File: src/sv/dst_pkg.sv
`default_nettype none

package dst_pkg;

	localparam int SENS_W  = 4;
	localparam int TIME_W  = 63;
	localparam int SPEED_W = 24;
	localparam int SEC_W   = 2;
	localparam int CNT_W   = 8;
	localparam int NUM_W   = 64;

	localparam logic [CNT_W-1:0]   CLEAR_LIMIT_RST = 8'd10;
	localparam logic [NUM_W-1:0]   NUM_ROUND       = 64'd32169984000000;
	localparam logic [NUM_W-1:0]   NUM_STRAIGHT    = 64'd23040000000000;
	localparam logic [SPEED_W-1:0] SPEED_MAX       = '1;
	localparam logic [7:0]         ROUND_SECTOR_A  = 8'd0;
	localparam logic [7:0]         ROUND_SECTOR_B  = 8'd2;

	typedef enum logic [1:0] {
		MODE_IDLE  = 2'd0,
		MODE_STEAM = 2'd1,
		MODE_CHECK = 2'd2
	} mode_t;

	typedef struct packed {
		logic [TIME_W-1:0] prev;
		logic [TIME_W-1:0] cur;
	} pair_t;

	typedef struct packed {
		logic  start;
		logic  round;
		pair_t times;
	} div_req_t;

endpackage

`default_nettype wire

File: src/sv/dst_in_if.sv
`default_nettype none

interface dst_in_if;
	import dst_pkg::*;

	logic              valid;
	logic              ready;
	logic [SENS_W-1:0] top_sensors;
	logic [SENS_W-1:0] bottom_sensors;
	logic [TIME_W-1:0] time_ns;

	modport source (output valid, top_sensors, bottom_sensors, time_ns, input ready);
	modport sink (input valid, top_sensors, bottom_sensors, time_ns, output ready);
endinterface

`default_nettype wire

File: src/sv/dst_out_if.sv
`default_nettype none

interface dst_out_if;
	import dst_pkg::*;

	logic               valid;
	logic               ready;
	logic [SEC_W-1:0]   diesel_sector;
	logic [SEC_W-1:0]   steam_sector;
	logic [SPEED_W-1:0] diesel_speed;
	logic [SPEED_W-1:0] steam_speed;

	modport source (output valid, diesel_sector, steam_sector, diesel_speed, steam_speed,
		input ready);
	modport sink (input valid, diesel_sector, steam_sector, diesel_speed, steam_speed,
		output ready);
endinterface

`default_nettype wire

File: src/sv/dual_sensor_train_tracker.sv
// Train tracker for a looped track with up to four sectors.
// The sample channel carries one word per sensor poll: the upper and lower
// sensor bits of every sector and the poll time in nanoseconds. The result
// channel returns one word per sample with the sector each train last left
// and both speeds in unsigned Q16.8 cm/s, saturated, zero when not known.
// Both channels move a word when valid and ready are high at a clock edge.
// The clear limit register is written through cfg_wen and cfg_wdata.
// A sample walks the sectors, one per cycle, and then has two speed
// calculations on one shared restoring divider. Each one gives zero or
// the saturated speed straight from its check state, or else divides, one
// quotient bit per cycle; the second starts in the done state of the first.
// A new sample is taken once the previous one has reached the output register,
// even if that result is still waiting; a stalled receiver holds the block
// only when a second result is ready to replace the one it has not taken.
// Reset clears all sectors to idle, both trains to sector 0 with no time,
// the clear counters to zero and the clear limit to 10.
`default_nettype none

module dual_sensor_train_tracker #(
	parameter int NUM_SECTORS = 4
) (
	input  logic                        clk,
	input  logic                        arst_n,
	dst_in_if.sink                      sample,
	dst_out_if.source                   result,
	input  logic                        cfg_wen,
	input  logic [dst_pkg::CNT_W-1:0]   cfg_wdata
);
	import dst_pkg::*;

	localparam int SW = $clog2(NUM_SECTORS);

	typedef enum logic [4:0] {
		T_IDLE   = 5'b00001,
		T_SCAN   = 5'b00010,
		T_DIESEL = 5'b00100,
		T_STEAM  = 5'b01000,
		T_OUT    = 5'b10000
	} tstate_t;

	tstate_t            state_q;
	logic [CNT_W-1:0]   clear_limit_q;
	logic               out_valid_q;
	logic [SEC_W-1:0]   out_dsec_q;
	logic [SEC_W-1:0]   out_ssec_q;
	logic [SPEED_W-1:0] out_dspd_q;
	logic [SPEED_W-1:0] out_sspd_q;
	logic [SPEED_W-1:0] diesel_speed_q;
	logic [SPEED_W-1:0] steam_speed_q;

	logic               scan_start;
	logic               scan_done;
	pair_t              steam_times;
	pair_t              diesel_times;
	logic [SW-1:0]      steam_sector;
	logic [SW-1:0]      diesel_sector;
	logic [SW-1:0]      sel_sector;
	logic [7:0]         sel_sector8;
	div_req_t           div_req;
	logic               div_done;
	logic [SPEED_W-1:0] div_quot;
	logic               out_load;

	assign sample.ready = (state_q == T_IDLE);
	assign scan_start   = sample.valid && sample.ready;
	assign out_load     = (state_q == T_OUT) && (!out_valid_q || result.ready);

	dst_scan #(
		.NUM_SECTORS(NUM_SECTORS)
	) u_scan (
		.clk           (clk),
		.arst_n        (arst_n),
		.start         (scan_start),
		.top_sensors   (sample.top_sensors),
		.bottom_sensors(sample.bottom_sensors),
		.time_ns       (sample.time_ns),
		.clear_limit   (clear_limit_q),
		.done          (scan_done),
		.steam_times   (steam_times),
		.diesel_times  (diesel_times),
		.steam_sector  (steam_sector),
		.diesel_sector (diesel_sector)
	);

	always_comb begin
		sel_sector    = (state_q == T_SCAN) ? diesel_sector : steam_sector;
		sel_sector8   = 8'(sel_sector);
		div_req.start = ((state_q == T_SCAN) && scan_done) ||
			((state_q == T_DIESEL) && div_done);
		div_req.round = (sel_sector8 == ROUND_SECTOR_A) || (sel_sector8 == ROUND_SECTOR_B);
		div_req.times = (state_q == T_SCAN) ? diesel_times : steam_times;
	end

	dst_div u_div (
		.clk   (clk),
		.arst_n(arst_n),
		.req   (div_req),
		.done  (div_done),
		.quot  (div_quot)
	);

	always_ff @(posedge clk or negedge arst_n) begin
		if (!arst_n) begin
			state_q       <= T_IDLE;
			clear_limit_q <= CLEAR_LIMIT_RST;
			out_valid_q   <= 1'b0;
		end else begin
			if (cfg_wen) begin
				clear_limit_q <= cfg_wdata;
			end
			if (out_load) begin
				out_valid_q <= 1'b1;
			end else if (result.ready) begin
				out_valid_q <= 1'b0;
			end
			unique case (state_q)
				T_IDLE: begin
					if (scan_start) begin
						state_q <= T_SCAN;
					end
				end
				T_SCAN: begin
					if (scan_done) begin
						state_q <= T_DIESEL;
					end
				end
				T_DIESEL: begin
					if (div_done) begin
						state_q <= T_STEAM;
					end
				end
				T_STEAM: begin
					if (div_done) begin
						state_q <= T_OUT;
					end
				end
				T_OUT: begin
					if (out_load) begin
						state_q <= T_IDLE;
					end
				end
				default: begin
					state_q <= T_IDLE;
				end
			endcase
		end
	end

	always_ff @(posedge clk) begin
		if ((state_q == T_DIESEL) && div_done) begin
			diesel_speed_q <= div_quot;
		end
		if ((state_q == T_STEAM) && div_done) begin
			steam_speed_q <= div_quot;
		end
		if (out_load) begin
			out_dsec_q <= SEC_W'(diesel_sector);
			out_ssec_q <= SEC_W'(steam_sector);
			out_dspd_q <= diesel_speed_q;
			out_sspd_q <= steam_speed_q;
		end
	end

	assign result.valid         = out_valid_q;
	assign result.diesel_sector = out_dsec_q;
	assign result.steam_sector  = out_ssec_q;
	assign result.diesel_speed  = out_dspd_q;
	assign result.steam_speed   = out_sspd_q;

endmodule

`default_nettype wire

File: src/sv/dst_scan.sv
`default_nettype none

module dst_scan #(
	parameter int NUM_SECTORS = 4
) (
	input  logic                             clk,
	input  logic                             arst_n,
	input  logic                             start,
	input  logic [dst_pkg::SENS_W-1:0]       top_sensors,
	input  logic [dst_pkg::SENS_W-1:0]       bottom_sensors,
	input  logic [dst_pkg::TIME_W-1:0]       time_ns,
	input  logic [dst_pkg::CNT_W-1:0]        clear_limit,
	output logic                             done,
	output dst_pkg::pair_t                   steam_times,
	output dst_pkg::pair_t                   diesel_times,
	output logic [$clog2(NUM_SECTORS)-1:0]   steam_sector,
	output logic [$clog2(NUM_SECTORS)-1:0]   diesel_sector
);
	import dst_pkg::*;

	localparam int SW = $clog2(NUM_SECTORS);

	logic                   busy_q;
	logic                   done_q;
	logic [SW-1:0]          k_q;
	logic [NUM_SECTORS-1:0] top_q;
	logic [NUM_SECTORS-1:0] bot_q;
	logic [TIME_W-1:0]      t_q;
	mode_t                  mode_q [NUM_SECTORS];
	logic [TIME_W-1:0]      etime_q [NUM_SECTORS];
	logic [CNT_W-1:0]       steam_cnt_q;
	logic [CNT_W-1:0]       diesel_cnt_q;
	logic [SW-1:0]          steam_sec_q;
	logic [SW-1:0]          diesel_sec_q;
	pair_t                  steam_pair_q;
	pair_t                  diesel_pair_q;

	logic              hi;
	logic              lo;
	mode_t             m;
	logic [TIME_W-1:0] et;
	mode_t             mode_nx;
	logic              et_wr;
	logic [CNT_W-1:0]  s_inc;
	logic [CNT_W-1:0]  d_inc;
	logic [CNT_W-1:0]  s_cnt_nx;
	logic [CNT_W-1:0]  d_cnt_nx;
	logic              s_conf;
	logic              d_conf;
	logic              last;

	always_comb begin
		hi       = top_q[0];
		lo       = bot_q[0];
		m        = mode_q[k_q];
		et       = etime_q[k_q];
		mode_nx  = m;
		et_wr    = 1'b0;
		s_inc    = steam_cnt_q + 1'b1;
		d_inc    = diesel_cnt_q + 1'b1;
		s_cnt_nx = steam_cnt_q;
		d_cnt_nx = diesel_cnt_q;
		s_conf   = 1'b0;
		d_conf   = 1'b0;
		last     = (k_q == SW'(NUM_SECTORS - 1));
		unique case (m)
			MODE_STEAM: begin
				if (!lo) begin
					s_cnt_nx = s_inc;
					if (s_inc == clear_limit) begin
						s_cnt_nx = '0;
						mode_nx  = MODE_IDLE;
						s_conf   = 1'b1;
					end
				end else begin
					s_cnt_nx = '0;
				end
			end
			MODE_CHECK: begin
				if (hi) begin
					mode_nx = MODE_STEAM;
					et_wr   = 1'b1;
				end else if (!lo) begin
					d_cnt_nx = d_inc;
					if (d_inc == clear_limit) begin
						d_cnt_nx = '0;
						mode_nx  = MODE_IDLE;
						d_conf   = 1'b1;
					end
				end else begin
					d_cnt_nx = '0;
				end
			end
			default: begin
				if (hi) begin
					mode_nx = MODE_STEAM;
					et_wr   = 1'b1;
				end else if (lo) begin
					mode_nx = MODE_CHECK;
					et_wr   = 1'b1;
				end
			end
		endcase
	end

	always_ff @(posedge clk or negedge arst_n) begin
		if (!arst_n) begin
			busy_q        <= 1'b0;
			done_q        <= 1'b0;
			k_q           <= '0;
			steam_cnt_q   <= '0;
			diesel_cnt_q  <= '0;
			steam_sec_q   <= '0;
			diesel_sec_q  <= '0;
			steam_pair_q  <= '0;
			diesel_pair_q <= '0;
			for (int i = 0; i < NUM_SECTORS; i++) begin
				mode_q[i] <= MODE_IDLE;
			end
		end else begin
			done_q <= 1'b0;
			if (start) begin
				busy_q <= 1'b1;
				k_q    <= '0;
			end else if (busy_q) begin
				mode_q[k_q]  <= mode_nx;
				steam_cnt_q  <= s_cnt_nx;
				diesel_cnt_q <= d_cnt_nx;
				if (s_conf) begin
					steam_sec_q       <= k_q;
					steam_pair_q.prev <= steam_pair_q.cur;
					steam_pair_q.cur  <= et;
				end
				if (d_conf) begin
					diesel_sec_q       <= k_q;
					diesel_pair_q.prev <= diesel_pair_q.cur;
					diesel_pair_q.cur  <= et;
				end
				k_q <= k_q + 1'b1;
				if (last) begin
					busy_q <= 1'b0;
					done_q <= 1'b1;
				end
			end
		end
	end

	always_ff @(posedge clk) begin
		if (start) begin
			top_q <= NUM_SECTORS'(top_sensors);
			bot_q <= NUM_SECTORS'(bottom_sensors);
			t_q   <= time_ns;
		end else if (busy_q) begin
			top_q <= top_q >> 1;
			bot_q <= bot_q >> 1;
			if (et_wr) begin
				etime_q[k_q] <= t_q;
			end
		end
	end

	assign done          = done_q;
	assign steam_times   = steam_pair_q;
	assign diesel_times  = diesel_pair_q;
	assign steam_sector  = steam_sec_q;
	assign diesel_sector = diesel_sec_q;

endmodule

`default_nettype wire

File: src/sv/dst_div.sv
`default_nettype none

module dst_div (
	input  logic                         clk,
	input  logic                         arst_n,
	input  dst_pkg::div_req_t            req,
	output logic                         done,
	output logic [dst_pkg::SPEED_W-1:0]  quot
);
	import dst_pkg::*;

	localparam int STEP_W = $clog2(SPEED_W);

	typedef enum logic [4:0] {
		D_IDLE = 5'b00001,
		D_SUB  = 5'b00010,
		D_CHK  = 5'b00100,
		D_RUN  = 5'b01000,
		D_DONE = 5'b10000
	} dstate_t;

	dstate_t            state_q;
	logic [STEP_W-1:0]  step_q;
	logic               round_q;
	logic [TIME_W-1:0]  prev_q;
	logic [TIME_W-1:0]  cur_q;
	logic [TIME_W:0]    diff_q;
	logic               zero_q;
	logic [TIME_W-1:0]  rem_q;
	logic [SPEED_W-1:0] nlo_q;
	logic [SPEED_W-1:0] quot_q;

	logic [NUM_W-1:0]   num_sel;
	logic [TIME_W-1:0]  num_hi;
	logic [TIME_W:0]    shifted;
	logic [TIME_W+1:0]  trial;
	logic               fits;

	always_comb begin
		num_sel = round_q ? NUM_ROUND : NUM_STRAIGHT;
		num_hi  = TIME_W'(num_sel >> SPEED_W);
		shifted = {rem_q, nlo_q[SPEED_W-1]};
		trial   = {1'b0, shifted} - {2'b00, diff_q[TIME_W-1:0]};
		fits    = !trial[TIME_W+1];
	end

	always_ff @(posedge clk or negedge arst_n) begin
		if (!arst_n) begin
			state_q <= D_IDLE;
			step_q  <= '0;
		end else begin
			unique case (state_q)
				D_IDLE: begin
					if (req.start) begin
						state_q <= D_SUB;
					end
				end
				D_SUB: begin
					state_q <= D_CHK;
				end
				D_CHK: begin
					step_q <= '0;
					if (zero_q || diff_q[TIME_W] || (diff_q[TIME_W-1:0] <= num_hi)) begin
						state_q <= D_DONE;
					end else begin
						state_q <= D_RUN;
					end
				end
				D_RUN: begin
					step_q <= step_q + 1'b1;
					if (step_q == STEP_W'(SPEED_W - 1)) begin
						state_q <= D_DONE;
					end
				end
				D_DONE: begin
					if (req.start) begin
						state_q <= D_SUB;
					end else begin
						state_q <= D_IDLE;
					end
				end
				default: begin
					state_q <= D_IDLE;
				end
			endcase
		end
	end

	always_ff @(posedge clk) begin
		unique case (state_q)
			D_IDLE, D_DONE: begin
				if (req.start) begin
					round_q <= req.round;
					prev_q  <= req.times.prev;
					cur_q   <= req.times.cur;
				end
			end
			D_SUB: begin
				diff_q <= {1'b0, cur_q} - {1'b0, prev_q};
				zero_q <= (prev_q == '0) || (cur_q == '0);
			end
			D_CHK: begin
				if (zero_q || diff_q[TIME_W]) begin
					quot_q <= '0;
				end else if (diff_q[TIME_W-1:0] <= num_hi) begin
					quot_q <= SPEED_MAX;
				end else begin
					rem_q  <= num_hi;
					nlo_q  <= num_sel[SPEED_W-1:0];
					quot_q <= '0;
				end
			end
			D_RUN: begin
				rem_q  <= fits ? trial[TIME_W-1:0] : shifted[TIME_W-1:0];
				nlo_q  <= nlo_q << 1;
				quot_q <= {quot_q[SPEED_W-2:0], fits};
			end
			default: begin
			end
		endcase
	end

	assign done = (state_q == D_DONE);
	assign quot = quot_q;

endmodule

`default_nettype wire

File: src/flat_wrapper.sv
// flat-port wrapper written by rule: the top's interface ports become plain ports
module dual_sensor_train_tracker_flat import dst_pkg::*;
#(
	parameter int NUM_SECTORS = 4
)
  (clk, arst_n, cfg_wen, cfg_wdata, sample_valid, sample_top_sensors, sample_bottom_sensors, sample_time_ns, sample_ready, result_valid, result_diesel_sector, result_steam_sector, result_diesel_speed, result_steam_speed, result_ready);
  dst_in_if sample_i ();
  dst_out_if result_i ();
  input  logic clk;
  input  logic arst_n;
  input  logic cfg_wen;
  input  logic [dst_pkg::CNT_W-1:0] cfg_wdata;
  input wire logic [$bits(sample_i.valid)-1:0] sample_valid;
  input wire logic [$bits(sample_i.top_sensors)-1:0] sample_top_sensors;
  input wire logic [$bits(sample_i.bottom_sensors)-1:0] sample_bottom_sensors;
  input wire logic [$bits(sample_i.time_ns)-1:0] sample_time_ns;
  output wire logic [$bits(sample_i.ready)-1:0] sample_ready;
  output wire logic [$bits(result_i.valid)-1:0] result_valid;
  output wire logic [$bits(result_i.diesel_sector)-1:0] result_diesel_sector;
  output wire logic [$bits(result_i.steam_sector)-1:0] result_steam_sector;
  output wire logic [$bits(result_i.diesel_speed)-1:0] result_diesel_speed;
  output wire logic [$bits(result_i.steam_speed)-1:0] result_steam_speed;
  input wire logic [$bits(result_i.ready)-1:0] result_ready;
  assign sample_i.valid = sample_valid;
  assign sample_i.top_sensors = sample_top_sensors;
  assign sample_i.bottom_sensors = sample_bottom_sensors;
  assign sample_i.time_ns = sample_time_ns;
  assign sample_ready = sample_i.ready;
  assign result_valid = result_i.valid;
  assign result_diesel_sector = result_i.diesel_sector;
  assign result_steam_sector = result_i.steam_sector;
  assign result_diesel_speed = result_i.diesel_speed;
  assign result_steam_speed = result_i.steam_speed;
  assign result_i.ready = result_ready;
  dual_sensor_train_tracker #(.NUM_SECTORS(NUM_SECTORS)) u_core (.clk(clk), .arst_n(arst_n), .sample(sample_i), .result(result_i), .cfg_wen(cfg_wen), .cfg_wdata(cfg_wdata));
endmodule
File: config.mk
export PLATFORM = sky130hd
export DESIGN_NAME = dual_sensor_train_tracker_flat
export DESIGN_NICKNAME = d
export VERILOG_FILES = /design/src/sv/dst_pkg.sv /design/src/sv/dst_in_if.sv /design/src/sv/dst_out_if.sv /design/src/sv/dual_sensor_train_tracker.sv /design/src/sv/dst_scan.sv /design/src/sv/dst_div.sv /design/src/flat_wrapper.sv
export SDC_FILE = /design/constraint.sdc
export NUM_CORES = 2
export LEC_CHECK = 0
export ABC_AREA = 1
export BUFFER_PORTS_ARGS = -buffer_cell sky130_fd_sc_hd__clkbuf_2
export CORE_ASPECT_RATIO = 1.2
export CORE_MARGIN = 2
export CORE_UTILIZATION = 55
export DETAILED_ROUTE_END_ITERATION = 8
export GPL_ROUTABILITY_DRIVEN = 0
export GPL_TIMING_DRIVEN = 0
export HOLD_SLACK_MARGIN = 0.15
export PLACE_DENSITY = 0.78
export SYNTH_ARGS = -nofsm -noshare
export SYNTH_HDL_FRONTEND = slang
export SYNTH_SLANG_ARGS = --single-unit
File: constraint.sdc
create_clock -name clk -period 17.7 [get_ports clk]
set_input_delay 2.655 -clock clk [delete_from_list [all_inputs] [get_ports clk]]
set_output_delay 2.655 -clock clk [all_outputs]
set_load 0.02 [all_outputs]
==> results.md <==
- The mean area per synthesized cell is ~9.4 um^2.
- The hold violation count in the final report is 0.
- For this run, asynchronously set or reset flops after synthesis account for approximately 30%.
- Static timing analysis puts the maximum clock frequency at between 200 and 250 MHz.
- STA puts the critical path data required time at between 15 and 20 ns.
- The share of power burned in registers is 47.8%.
- The post-synth net total is ~5,400.
- The tightest min-delay check is of the flip-flop to flip-flop type.
- The number of filler instances in the final layout is 6,878.
- Summed over all nets, the switching power comes to ~1.9 mW.
- The most frequent standard cell in the layout excluding fill and tap cells is sky130_fd_sc_hd__nand2_1.
- 0 antenna diodes ended up in the layout.
- The total via count after detailed routing is roughly 37,000.
- The worst setup path is captured at a flip-flop.
- The total iterations of the first detailed-routing run is 7.
- In this run the most critical hold path is launched from u_core.steam_speed_q[3].
- The number of placement rows is roughly 120.
- For this run, the leading register cell type out of synthesis is sky130_fd_sc_hd__edfxtp_1.
- The number of global-route vias before repair is 36,713.
- After detailed routing, the average wire length per cell comes to 18.49 um.
- The portion of total power attributed to the clock network is between 30% and 40%.
- In this run switching power makes up a little under a third of total power.
- The routed design has roughly 120 mm of wire.
- The number of sinks driven by the clock tree is around 1,000.
- The minimum clock period is roughly 4.8 ns.
- The area overhead of the layout relative to synthesis is 12.14%.
- Internal power comes to 4.357 mW.
- The clock latency on the worst-skew pair is 0.69 ns.
- The TritonCTS clock tree is built.
- The number of H-tree branching levels is 3.
- The worst pin sits at a relative slew slack of approximately 11%.
- The worst endpoint data arrival time is slightly above 5 ns.
- The type of the worst setup path is flip-flop to flip-flop.
- The proportion of synthesized chip area in sequential cells is between 50% and 60%.
- The die footprint is 0.09151 mm^2.
- The register-to-register setup slack is around 13 ns.
- Across the run, the number of max-cap violations was 0.
- Synthesis instantiated 56 different standard cells from the library.
- The global-route wire length before repair is a little under 200 mm.
- The static power due to leakage is ~23 nW.
- The number of hold-repair buffers added at the cts stage is 0.
- The HPWL after detailed placement is 91.60 mm.
- Input and output buffers added on the ports amount to roughly 140.
- The final count of negative-setup-slack endpoints is 0.
- The clock tree root buffer cell is sky130_fd_sc_hd__clkbuf_16.
- Pin placement for this block handled 138 I/O pins.
- Clock-pin slew was measured on the worst setup and hold paths at roughly 0.070 ns.
- Along the worst path, the maximum fanout reaches 29.
- The design draws ~6.2 mW.
- The count of cells along the worst hold path is 0.
- The sum of negative setup slack is 0 ns.
- The final-report max-slew violation count is 0.
- The final core utilization is a little over three fifths.
- The worst reg2reg path depth is 11.
- In the final layout, the multi-input gates occupy between 0.015 and 0.02 mm^2.
- The startpoint identified for the worst register-to-register timing path is u_core.u_scan.k_q[0].
- Gates resized during post-CTS repair numbered 0.
- The share of total power dissipated in combinational logic is between 10% and 20%.
- In the final layout, the share of cells above drive strength 1 is 8.434%.
- The top cell types in the final layout, fill and taps aside, are sky130_fd_sc_hd__nand2_1, sky130_fd_sc_hd__edfxtp_1, sky130_fd_sc_hd__inv_1, sky130_fd_sc_hd__nor2_1, sky130_fd_sc_hd__o21ai_0.
- The placed cell area is roughly 0.052 mm^2.
- For the pin with the worst max-slew slack, the measured transition is 1.321 ns.
- In this run, the number of DRC markers left after iteration 0 of detailed routing was ~3,300.
- Summed over all layers, the global routing overflow is 0.
- The starting density of the core is roughly 56%.
- The flow ran to the end, and the final reports show no timing, DRC or antenna violations.
- The area inside the core boundary is a little under 0.09 mm^2.
- The number of antenna violations at the first check in global routing is 1.
- Entering global routing, the biggest net connects 115 pins.
- Yosys printed 0 warnings.
- No sink is reached through more buffers than the 3 on the longest clock path.
- In this run, synthesis produced a sequential element count of between 1,000 and 1,500.
- In this run, synthesis inferred roughly 710 flip-flops with an integrated enable.
- The worst min-delay path endpoint is u_core.result.steam_speed[3].
- In the final layout, flip-flops and latches occupy approximately 0.029 mm^2.
- Counting every instance in the synthesized netlist gives about 5,200.
- The end of the worst register-to-register path is u_core.u_scan.etime_q[1][56].
- The width of the chip is approximately 280 um.
- Setup repair after global routing left no endpoint under its margin.
- The clock tree skew after final layout is 0.04286 ns.
- The TritonCTS buffer count is 99.
- For this design the ratio of total power to cell area is 113.3 mW/mm^2.
- The worst-case IR drop observed on VDD is ~0.00013 V.
- The cell area that synthesis handed to floorplanning was between 0.04 and 0.05 mm^2.
- In the routed design, unresolved DRC markers number 0.
- Post-CTS timing repair inserted 0 buffers for setup.
- The element type at the critical path start is a flip-flop.
- The global-route usage over all layers is a little over a quarter.
- Once layout is done, the placed cells without fillers occupy 0.05495 mm^2.
- The via-per-instance ratio is around 5.6.
- The y dimension of the die is around 330 um.
- The post-detailed-route count of antenna-violating nets is 0.
- In the final design database the tool counted roughly 5,700 nets.
- The final cycle utilization of the critical path is 26.94%.
-- synthesized netlist by cell type (3+ instances only) --
| master | count | area, um^2 |
|---|---|---|
| sky130_fd_sc_hd__or2_2 | 4 | 25.02 |
| sky130_fd_sc_hd__a31oi_1 | 9 | 56.30 |
| sky130_fd_sc_hd__o21bai_1 | 23 | 172.7 |
| sky130_fd_sc_hd__dfrtp_1 | 304 | 7607 |
| sky130_fd_sc_hd__nor4_1 | 34 | 212.7 |
| sky130_fd_sc_hd__dfstp_2 | 4 | 105.1 |
| sky130_fd_sc_hd__o22ai_1 | 66 | 412.9 |
| sky130_fd_sc_hd__buf_4 | 5 | 37.54 |
| sky130_fd_sc_hd__buf_6 | 27 | 304.0 |
| sky130_fd_sc_hd__o21ai_2 | 44 | 385.4 |
| sky130_fd_sc_hd__o21ai_0 | 488 | 2442 |
| sky130_fd_sc_hd__a21o_1 | 21 | 157.7 |
| sky130_fd_sc_hd__buf_1 | 8 | 30.03 |
| sky130_fd_sc_hd__xor2_1 | 59 | 516.8 |
| sky130_fd_sc_hd__a21oi_1 | 205 | 1026 |
| sky130_fd_sc_hd__ha_1 | 145 | 1814 |
| sky130_fd_sc_hd__nand4_1 | 51 | 319.1 |
| sky130_fd_sc_hd__o21a_1 | 3 | 22.52 |
| sky130_fd_sc_hd__clkbuf_1 | 76 | 285.3 |
| sky130_fd_sc_hd__nand3_1 | 178 | 890.9 |
| sky130_fd_sc_hd__a21boi_0 | 4 | 30.03 |
| sky130_fd_sc_hd__nand2_1 | 1293 | 4853 |
| sky130_fd_sc_hd__nand3b_1 | 18 | 135.1 |
| sky130_fd_sc_hd__nand3_2 | 3 | 30.03 |
| sky130_fd_sc_hd__o211ai_1 | 5 | 37.54 |
| sky130_fd_sc_hd__nand2_2 | 4 | 25.02 |
| sky130_fd_sc_hd__inv_1 | 682 | 2560 |
| sky130_fd_sc_hd__a211oi_1 | 3 | 22.52 |
| sky130_fd_sc_hd__buf_2 | 36 | 180.2 |
| sky130_fd_sc_hd__edfxtp_1 | 708 | 21260 |
| sky130_fd_sc_hd__nor3_1 | 34 | 170.2 |
| sky130_fd_sc_hd__o21ai_1 | 92 | 460.4 |
| sky130_fd_sc_hd__xnor2_1 | 26 | 227.7 |
| sky130_fd_sc_hd__nor2_1 | 513 | 1926 |
-- critical path: stages (launching register included) --
cell                       delay [ns]
sky130_fd_sc_hd__dfrtp_1         0.62
sky130_fd_sc_hd__clkbuf_1        0.70
sky130_fd_sc_hd__clkinv_1        0.57
sky130_fd_sc_hd__nand2_1         0.19
sky130_fd_sc_hd__a32oi_1         0.17
sky130_fd_sc_hd__ha_1            0.38
sky130_fd_sc_hd__a21oi_1         0.08
sky130_fd_sc_hd__a21oi_1         0.21
sky130_fd_sc_hd__nand3_1         0.36
sky130_fd_sc_hd__nor2_4          0.64
sky130_fd_sc_hd__buf_16          0.24
sky130_fd_sc_hd__buf_12          0.22
-- how the worst max path moves through the flow --
| stage | from | cells past startpoint | endpoint | slack (ns) |
|---|---|---|---|---|
| global route | u_core.u_scan.k_q[0] | 11 | u_core.u_scan.etime_q[1][60] | 12.94 |
| CTS | u_core.u_scan.k_q[0] | 11 | u_core.u_scan.etime_q[1][60] | 13.04 |
| floorplan | u_core.u_div.state_q[1] | 5 | u_core.u_div.cur_q[0] | 9.77 |
| finish | u_core.u_scan.k_q[0] | 11 | u_core.u_scan.etime_q[1][56] | 12.93 |
| global placement | u_core.u_div.state_q[1] | 5 | u_core.u_div.prev_q[6] | 7.31 |
| detailed placement | sample_valid | 6 | u_core.u_scan.etime_q[1][51] | 12.76 |
-- final cells by class --
cell class,instances,area share [%]
flip-flops and latches,1016,52.72
multi-input cells,3350,30.35
repair buffers,159,2.045
inverters,686,4.690
clock buffers,117,4.836
clock inverters,69,1.216
well taps,1149,2.616
plain buffers,152,1.523
-- state kept, by name, summed over array words and instances (netlist names), 63 cells and up --
name and cells:
u_core.u_scan.t_q 63, u_core.u_div.rem_q 63, u_core.u_div.diff_q 64, u_core.u_scan.etime_q 252, u_core.u_scan.steam_times 126, u_core.u_div.prev_q 63
u_core.u_scan.diesel_times 126, u_core.u_div.cur_q 63
-- metrics by stage --
step	instances	hold WS, ns	setup slack [ns]
after floorplan	5204	0.4003	9.769
final	6698	0.4170	12.93
after CTS	6698	0.4129	13.04
after global routing	6698	0.4187	12.94
after detailed placement	6512	0.4045	12.76
after global placement	6490	0.4002	7.311
-- cells by family after synthesis --
kind of cell | synth area share, %
multiplexers | 0.02043
AO/OA/AOI/OAI | 10.84
XOR/XNOR | 1.565
adder cells (fa/ha/maj) | 3.784
AND/OR/NAND/NOR | 17.70
flip-flops | 59.12
buffers and inverters | 6.968
-- metal layers --
metal  vias to the layer above  track usage [%]  part of all wire [%]
met1                     17512            32.01                    38
li1                      17906                -                     -
met3                       430            3.623                   6.4
met2                      1634            46.26                    48
met5                         -                0                 0.010
met4                         2            17.37                   6.8
-- power by group through the flow --
stage	Combinational, mW	Sequential (mW)	Clock, mW
final	1.13	2.98	2.12
after global placement	1.03	3.04	0
after floorplan	0.696	3.00	0
after global routing	1.25	3.00	2.24
after detailed placement	1.11	3.02	0
after CTS	1.12	2.97	2.15
Note: power is estimated with default switching activity, not from simulation.
